File: config.mk
export PLATFORM = sky130hd
export DESIGN_NAME = permutation_segment_move
export DESIGN_NICKNAME = d
export VERILOG_FILES = /design/src/psm_pkg.sv /design/src/psm_cell.sv /design/src/psm_ctrl.sv /design/src/permutation_segment_move.sv
export SDC_FILE = /design/constraint.sdc
export NUM_CORES = 1
export LEC_CHECK = 0
export BUFFER_PORTS_ARGS = -buffer_cell sky130_fd_sc_hd__buf_4
export CELL_PAD_IN_SITES_DETAIL_PLACEMENT = 1
export CELL_PAD_IN_SITES_GLOBAL_PLACEMENT = 1
export CORE_MARGIN = 3
export CORE_UTILIZATION = 45
export DETAILED_ROUTE_END_ITERATION = 12
export PLACE_DENSITY_LB_ADDON = 0.1
export SYNTH_ARGS = -nofsm -noshare
export SYNTH_HDL_FRONTEND = slang
export SYNTH_HIERARCHICAL = 1
export SYNTH_SLANG_ARGS = --single-unit
File: constraint.sdc
create_clock -name i_clk -period 25.9 [get_ports i_clk]
set_clock_uncertainty 0.05 [all_clocks]
set_input_delay 0 -clock i_clk [delete_from_list [all_inputs] [get_ports i_clk]]
set_output_delay 0 -clock i_clk [all_outputs]
set_load 0.02 [all_outputs]
File: src/psm_pkg.sv
// Shared types and constants for the permutation segment move block.
// Request and response payloads, opcodes, and the command broadcast to the cell row.
// No dependencies.
package psm_pkg;

    localparam int MAX_LEN = 64;
    localparam int IDX_W   = $clog2(MAX_LEN);
    localparam int LEN_W   = $clog2(MAX_LEN + 1);
    localparam int DATA_W  = 6;
    localparam int OP_W    = 2;

    localparam logic [OP_W-1:0] OP_LOAD = 2'd0;
    localparam logic [OP_W-1:0] OP_MOVE = 2'd1;
    localparam logic [OP_W-1:0] OP_READ = 2'd2;

    typedef struct packed {
        logic [OP_W-1:0]   operation;
        logic [5:0]        element_index;
        logic [DATA_W-1:0] element_value;
        logic [5:0]        segment_end_one;
        logic [5:0]        segment_end_two;
        logic [5:0]        destination;
    } t_req;

    typedef struct packed {
        logic [DATA_W-1:0] read_value;
        logic              moved;
        logic              range_error;
    } t_rsp;

    typedef enum logic [1:0] {
        CELL_HOLD,
        CELL_LOAD,
        CELL_ROTR,
        CELL_ROTL
    } t_cell_op;

    typedef struct packed {
        t_cell_op          op;
        logic [IDX_W-1:0]  lo;
        logic [IDX_W-1:0]  hi;
        logic [IDX_W-1:0]  sel;
        logic [DATA_W-1:0] wdata;
    } t_chain_cmd;

endpackage

File: src/psm_cell.sv
// One element of the permutation vector, a cell of the rotating row.
// Takes its neighbor's value or the wrap bus during a rotation; drives its tap when selected.
// Depends on psm_pkg.
module psm_cell (
    input  logic                         i_clk,
    input  logic [psm_pkg::IDX_W-1:0]    i_pos,
    input  psm_pkg::t_chain_cmd          i_cmd,
    input  logic [psm_pkg::DATA_W-1:0]   i_left,
    input  logic [psm_pkg::DATA_W-1:0]   i_right,
    input  logic [psm_pkg::DATA_W-1:0]   i_wrap,
    output logic [psm_pkg::DATA_W-1:0]   o_val,
    output logic [psm_pkg::DATA_W-1:0]   o_tap
);

    logic [psm_pkg::DATA_W-1:0] r_val;
    logic [psm_pkg::DATA_W-1:0] n_val;
    logic                       above_lo;
    logic                       below_hi;
    logic                       at_lo;
    logic                       at_hi;

    always_comb begin
        above_lo = i_pos > i_cmd.lo;
        below_hi = i_pos < i_cmd.hi;
        at_lo    = i_pos == i_cmd.lo;
        at_hi    = i_pos == i_cmd.hi;
        n_val    = r_val;
        case (i_cmd.op)
            psm_pkg::CELL_LOAD: begin
                if (i_pos == i_cmd.sel) n_val = i_cmd.wdata;
            end
            psm_pkg::CELL_ROTR: begin
                if (at_lo) n_val = i_wrap;
                else if (above_lo && (below_hi || at_hi)) n_val = i_left;
            end
            psm_pkg::CELL_ROTL: begin
                if (at_hi) n_val = i_wrap;
                else if (below_hi && (above_lo || at_lo)) n_val = i_right;
            end
            default: n_val = r_val;
        endcase
    end

    always_ff @(posedge i_clk) begin
        r_val <= n_val;
    end

    assign o_val = r_val;
    assign o_tap = (i_pos == i_cmd.sel) ? r_val : '0;

endmodule

File: src/psm_ctrl.sv
// Request sequencer: length register, segment checks, rotation count, response register.
// Drives the command shared by all cells and samples the OR-ed tap bus.
// Depends on psm_pkg.
module psm_ctrl (
    input  logic                        i_clk,
    input  logic                        i_rst_n,
    input  logic                        i_cfg_we,
    input  logic [psm_pkg::LEN_W-1:0]   i_cfg_wdata,
    input  logic                        i_in_valid,
    output logic                        o_in_stall,
    input  psm_pkg::t_req               i_in_req,
    output logic                        o_out_valid,
    input  logic                        i_out_stall,
    output psm_pkg::t_rsp               o_out_rsp,
    output psm_pkg::t_chain_cmd         o_cmd,
    input  logic [psm_pkg::DATA_W-1:0]  i_tap
);

    typedef enum logic [2:0] {
        S_IDLE,
        S_LOAD,
        S_READ,
        S_CHECK,
        S_ROT,
        S_FIN
    } t_state;

    t_state                      r_state;
    psm_pkg::t_req               r_req;
    psm_pkg::t_rsp               r_rsp;
    logic                        r_out_valid;
    logic [psm_pkg::LEN_W-1:0]   r_len;
    logic [psm_pkg::IDX_W-1:0]   r_lo;
    logic [psm_pkg::IDX_W-1:0]   r_hi;
    logic                        r_dir_left;
    logic [psm_pkg::LEN_W-1:0]   r_cnt;

    logic [psm_pkg::LEN_W-1:0]   len_eff;
    logic [psm_pkg::IDX_W-1:0]   seg_a;
    logic [psm_pkg::IDX_W-1:0]   seg_b;
    logic [psm_pkg::IDX_W-1:0]   dest;
    logic [psm_pkg::LEN_W-1:0]   seg_len;
    logic [psm_pkg::LEN_W:0]     reach;
    logic                        err;
    logic                        noop;
    logic                        out_free;
    logic                        rsp_load;

    always_comb begin
        if (r_len == '0) begin
            len_eff = psm_pkg::LEN_W'(1);
        end else if (r_len > psm_pkg::LEN_W'(psm_pkg::MAX_LEN)) begin
            len_eff = psm_pkg::LEN_W'(psm_pkg::MAX_LEN);
        end else begin
            len_eff = r_len;
        end

        if (r_req.segment_end_one < r_req.segment_end_two) begin
            seg_a = r_req.segment_end_one;
            seg_b = r_req.segment_end_two;
        end else begin
            seg_a = r_req.segment_end_two;
            seg_b = r_req.segment_end_one;
        end
        dest    = r_req.destination;
        seg_len = {1'b0, seg_b} - {1'b0, seg_a} + psm_pkg::LEN_W'(1);
        reach   = {2'b00, dest} + {1'b0, seg_len};
        err     = ({1'b0, seg_b} >= len_eff) || (reach > {1'b0, len_eff});
        noop    = dest == seg_a;
        out_free = !r_out_valid || !i_out_stall;
        rsp_load = out_free && ((r_state == S_READ) || (r_state == S_FIN) ||
                                ((r_state == S_CHECK) && (err || noop)));

        o_cmd.op    = psm_pkg::CELL_HOLD;
        o_cmd.lo    = r_lo;
        o_cmd.hi    = r_hi;
        o_cmd.sel   = r_req.element_index;
        o_cmd.wdata = r_req.element_value;
        unique case (r_state)
            S_LOAD: o_cmd.op = psm_pkg::CELL_LOAD;
            S_ROT: begin
                if (r_dir_left) begin
                    o_cmd.op  = psm_pkg::CELL_ROTL;
                    o_cmd.sel = r_lo;
                end else begin
                    o_cmd.op  = psm_pkg::CELL_ROTR;
                    o_cmd.sel = r_hi;
                end
            end
            default: o_cmd.op = psm_pkg::CELL_HOLD;
        endcase
    end

    always_ff @(posedge i_clk) begin
        if (!i_rst_n) begin
            r_state     <= S_IDLE;
            r_out_valid <= 1'b0;
            r_len       <= psm_pkg::LEN_W'(psm_pkg::MAX_LEN);
        end else begin
            if (i_cfg_we) r_len <= i_cfg_wdata;
            if (rsp_load) r_out_valid <= 1'b1;
            else if (!i_out_stall) r_out_valid <= 1'b0;
            unique case (r_state)
                S_IDLE: begin
                    if (i_in_valid) begin
                        r_req <= i_in_req;
                        case (i_in_req.operation)
                            psm_pkg::OP_LOAD: r_state <= S_LOAD;
                            psm_pkg::OP_MOVE: r_state <= S_CHECK;
                            psm_pkg::OP_READ: r_state <= S_READ;
                            default:          r_state <= S_IDLE;
                        endcase
                    end
                end
                S_LOAD: r_state <= S_IDLE;
                S_READ: begin
                    if (out_free) begin
                        r_rsp       <= '{read_value: i_tap, moved: 1'b0, range_error: 1'b0};
                        r_state     <= S_IDLE;
                    end
                end
                S_CHECK: begin
                    if (err || noop) begin
                        if (out_free) begin
                            r_rsp       <= '{read_value: '0, moved: 1'b0, range_error: err};
                            r_state     <= S_IDLE;
                        end
                    end else begin
                        // segment moves left: rotate [c..b] right; else rotate [a..c+seg-1] left
                        r_cnt <= seg_len;
                        if (dest < seg_a) begin
                            r_dir_left <= 1'b0;
                            r_lo       <= dest;
                            r_hi       <= seg_b;
                        end else begin
                            r_dir_left <= 1'b1;
                            r_lo       <= seg_a;
                            r_hi       <= psm_pkg::IDX_W'(reach - (psm_pkg::LEN_W + 1)'(1));
                        end
                        r_state <= S_ROT;
                    end
                end
                S_ROT: begin
                    r_cnt <= r_cnt - psm_pkg::LEN_W'(1);
                    if (r_cnt == psm_pkg::LEN_W'(1)) r_state <= S_FIN;
                end
                S_FIN: begin
                    if (out_free) begin
                        r_rsp       <= '{read_value: '0, moved: 1'b1, range_error: 1'b0};
                        r_state     <= S_IDLE;
                    end
                end
                default: r_state <= S_IDLE;
            endcase
        end
    end

    assign o_in_stall  = r_state != S_IDLE;
    assign o_out_valid = r_out_valid;
    assign o_out_rsp   = r_rsp;

endmodule

File: src/permutation_segment_move.sv
// Top level of the permutation segment move block: sequencer plus a row of element cells.
// Depends on psm_pkg, psm_cell, psm_ctrl.
//
// The permutation lives in a row of cells, one element each. A move of a segment of length L
// rotates the covered span by one position per cycle along the cell row, L times; at full
// length the longest segment that can move has 63 elements. A new request is taken while a
// response still waits at the output. Stores start undefined; only written entries may be
// read, directly or through a move.
module permutation_segment_move (
    input  logic                        i_clk,
    input  logic                        i_rst_n,
    input  logic                        i_cfg_we,
    input  logic [psm_pkg::LEN_W-1:0]   i_cfg_wdata,
    input  logic                        i_in_valid,
    output logic                        o_in_stall,
    input  psm_pkg::t_req               i_in_req,
    output logic                        o_out_valid,
    input  logic                        i_out_stall,
    output psm_pkg::t_rsp               o_out_rsp
);

    psm_pkg::t_chain_cmd         cmd;
    logic [psm_pkg::DATA_W-1:0]  vals [psm_pkg::MAX_LEN];
    logic [psm_pkg::DATA_W-1:0]  taps [psm_pkg::MAX_LEN];
    logic [psm_pkg::DATA_W-1:0]  tap_bus;

    psm_ctrl u_ctrl (
        .i_clk       (i_clk),
        .i_rst_n     (i_rst_n),
        .i_cfg_we    (i_cfg_we),
        .i_cfg_wdata (i_cfg_wdata),
        .i_in_valid  (i_in_valid),
        .o_in_stall  (o_in_stall),
        .i_in_req    (i_in_req),
        .o_out_valid (o_out_valid),
        .i_out_stall (i_out_stall),
        .o_out_rsp   (o_out_rsp),
        .o_cmd       (cmd),
        .i_tap       (tap_bus)
    );

    for (genvar g = 0; g < psm_pkg::MAX_LEN; g++) begin : g_cell
        logic [psm_pkg::DATA_W-1:0] left_val;
        logic [psm_pkg::DATA_W-1:0] right_val;

        if (g == 0) begin : g_first
            assign left_val = '0;
        end else begin : g_mid_l
            assign left_val = vals[g-1];
        end

        if (g == psm_pkg::MAX_LEN - 1) begin : g_last
            assign right_val = '0;
        end else begin : g_mid_r
            assign right_val = vals[g+1];
        end

        psm_cell u_cell (
            .i_clk   (i_clk),
            .i_pos   (psm_pkg::IDX_W'(g)),
            .i_cmd   (cmd),
            .i_left  (left_val),
            .i_right (right_val),
            .i_wrap  (tap_bus),
            .o_val   (vals[g]),
            .o_tap   (taps[g])
        );
    end

    always_comb begin
        tap_bus = '0;
        for (int i = 0; i < psm_pkg::MAX_LEN; i++) begin
            tap_bus = tap_bus | taps[i];
        end
    end

endmodule
==> impl_metrics.json <==
{
  "area_growth_pct": 14.10,
  "htree_levels": 2,
  "antenna_left": 0,
  "grt_pass1_vias": 56420,
  "whs_endpoint": "u_ctrl/o_cmd[2]",
  "place_congestion": 0.8667,
  "fin_crit_sh": 0.2876,
  "synth_area_leaders": "edfxtp_1, mux2i_1, ha_1",
  "synth_commonest_cells": "mux2i_1, inv_1, ha_1",
  "synth.most_common_cell": "mux2i_1",
  "synth.distinct_cells": 62,
  "synth_flop_cell": "edfxtp_1",
  "start_util": 0.4552,
  "hpwlAfterDp_um": 147900,
  "r2r_slack_ns": 18.45,
  "syn_avg_cell_area_um2": 9.545,
  "firstDrtPassIters": 6,
  "slew_headroom": 0.08972,
  "startpoint_type": "register",
  "status": "complete, no violations",
  "whs_ns": 0.03849,
  "hold_class": "in2reg",
  "synth_top_area_cell": "edfxtp_1",
  "cp.arrival_ns": 7.81,
  "drive_gt1_frac": 0.1014,
  "worstPathRequired_ns": 26.26,
  "die_y_um": 379.8,
  "tightest_slew_ns": 1.355,
  "drc": 0,
  "wl_um": 210500,
  "grt_pass1_wl_um": 327900,
  "cts_setup_buffers": 0,
  "crit_path_end_kind": "register",
  "via_count": 53220,
  "worstSkewPairLatency_ns": 0.66,
  "timing.rr.end": "g_cell[23].u_cell/o_val[2]",
  "grt_max_degree": 124,
  "seq_area_frac_synth": 0.2145,
  "finalHoldViolations": 0,
  "cts_sinks": 453,
  "synth_edf_count": 442,
  "drt-vias-per-instance": 5.505,
  "synth_warnings": 6,
  "syn_inst": 6589,
  "crit_fanout": 94,
  "portBuffers": 53,
  "antenna_found_initial": 5,
  "cts_buffers": 58,
  "fmax_ghz": 0.1343,
  "tns_ns": 0,
  "r2r_cells": 16,
  "ir_drop_mv": 0.05300,
  "fin_nets": 8612,
  "drv_slew": 0,
  "grtUsageTotal": 0.2842,
  "ctsRootBufferMaster": "clkbuf_16",
  "hold_start": "i_in_req[20]",
  "clk_path_buf_depth": 3,
  "rows": 136,
  "syn_area_um2": 62890,
  "clk_pin_slew_worst_paths_ns": 0.06,
  "drtIter0Drc": 2949,
  "cap_violations": 0,
  "wl_per_cell_um": 21.78,
  "crit-reg2reg-launch": "u_ctrl/r_state[2]",
  "min_path_cells": 2,
  "p_per_area_nw_per_um2": 33.80,
  "core_area_um2": 138200,
  "setup_viol": 0,
  "postLayoutCellArea_um2": 71760,
  "cts_tree": "yes",
  "die_w_um": 379.8,
  "synth_top_area_frac": 0.2110,
  "power.leakage_nw": 30.44,
  "ys_ff_latch": 453,
  "dieArea_um2": 144300,
  "placed_area_um2": 69300,
  "critPathKind": "reg2reg",
  "overflow": 0,
  "rsz0062_at_grt": "false",
  "synth-async-reset-ratio": 0,
  "min_period_ns": 7.449,
  "ios": 54
}
[state kept, by name (all words and copies together), names as in the netlist]
| signal | count |
|---|---|
| g_cell.u_cell/o_val | 384 |
| u_ctrl/r_req | 18 |
| u_ctrl/o_out_rsp | 8 |
| u_ctrl/r_cnt | 7 |
| u_ctrl/r_len | 7 |
| u_ctrl/dest | 6 |
| u_ctrl/o_cmd | 6 |
| u_ctrl/r_hi | 6 |
| u_ctrl/r_lo | 6 |
| u_ctrl/r_state | 3 |
| u_ctrl/o_out_valid | 1 |
| u_ctrl/r_dir_left | 1 |
[cells in the final DEF, fill, tap and decap left out, types with 16 or more instances in the layout]
cell / n
xor2_1: 132
and4_1: 64
edfxtp_1: 442
a211oi_1: 47
nor2_4: 65
nor3_1: 89
clkbuf_1: 16
nor2b_1: 74
mux2_2: 393
o22ai_1: 65
mux2i_1: 1239
nand2_1: 159
dlygate4sd3_1: 64
o21a_1: 113
and3_1: 174
a221oi_2: 20
clkbuf_16: 59
inv_1: 866
nor3_2: 27
conb_1: 1100
ha_1: 810
buf_4: 146
nor4_1: 85
a21oi_1: 277
and3_4: 19
a21o_1: 88
and2_1: 393
nor2_1: 20
xnor2_1: 268
nand4_1: 155
a311oi_1: 64
o21ai_0: 133
[cell families after synthesis]
family          share of synthesized area
compound gates                    0.08640
xor+xnor                          0.05570
fa+ha+maj                          0.1618
buf+inv                           0.07564
flops                              0.2145
mux                                0.2676
other cells                     0.0001194
simple gates                       0.1383
[repair_timing]
item | CTS | global route
hold buffers | 64 | 0
gates resized for setup | 0 | 0
endpoints found under the hold margin | 74 | 0
[layout make-up]
class / count / area, µm²
clock buffers: 75 / 1536
inverters: 872 / 3281
well taps: 1863 / 2331
fillers: 16490 / 66410
diodes: 2 / 5.005
multi-input cells: 6153 / 48940
flip-flops and latches: 453 / 13490
clock inverters: 30 / 272.8
repair buffers: 218 / 1897
[per-stage QoR]
stage	total power [mW]	worst slack (ns)	instances	util
finish	2.426	18.45	9666	0.5193
global route	2.536	18.18	9664	0.5193
CTS	2.419	18.57	9664	0.5193
detailed placement	1.597	18.57	9495	0.5016
global placement	1.567	18.77	9495	0.5016
floorplan	1.376	16.54	7687	-
[routing by layer]
| layer | vias to the layer above | GRT usage | routed length, µm |
|---|---|---|---|
| li1 | 25150 | - | - |
| met1 | 26890 | 0.3655 | 94060 |
| met2 | 909 | 0.5115 | 103900 |
| met3 | 266 | 0.02133 | 6912 |
| met4 | 2 | 0.07360 | 5655 |
| met5 | - | 0 | 13 |
[report_power, final]
group          total, mW  switching, mW  internal, mW  leakage (nW)
clock network      0.814          0.349         0.464         0.880
logic              0.789          0.515         0.274          25.5
registers          0.823        0.00624         0.816          4.07
[worst max-delay path by stage]
| stage | startpoint | end | depth (start not counted) |
|---|---|---|---|
| 6_report | u_ctrl/r_state[2] | g_cell[23].u_cell/o_val[2] | 16 |
| 5_1_grt | u_ctrl/r_req[17] | u_ctrl/r_hi[3] | 23 |
| 4_1_cts | u_ctrl/r_state[2] | g_cell[24].u_cell/o_val[1] | 16 |
| 3_5_place_dp | u_ctrl/r_state[2] | g_cell[24].u_cell/o_val[1] | 16 |
| 3_3_place_gp | u_ctrl/r_lo[1] | g_cell[28].u_cell/o_val[4] | 16 |
| 2_1_floorplan | u_ctrl/r_lo[0] | g_cell[0].u_cell/o_val[0] | 12 |
[worst max-delay path, cell delays in order (launching register included)]
cell,delay (ns)
dfxtp_1,0.49
nor2b_1,0.24
nand2_1,0.08
buf_4,0.27
o21ai_4,0.86
buf_4,0.77
xnor2_1,0.15
nand4_1,0.11
nor3_1,0.18
and2_1,0.31
nor4_1,0.86
nand4_1,0.47
or4_4,0.78
buf_4,0.57
mux2i_1,0.37
mux2i_1,0.11
mux2_2,0.29
Power figures use the tool's default switching activity.
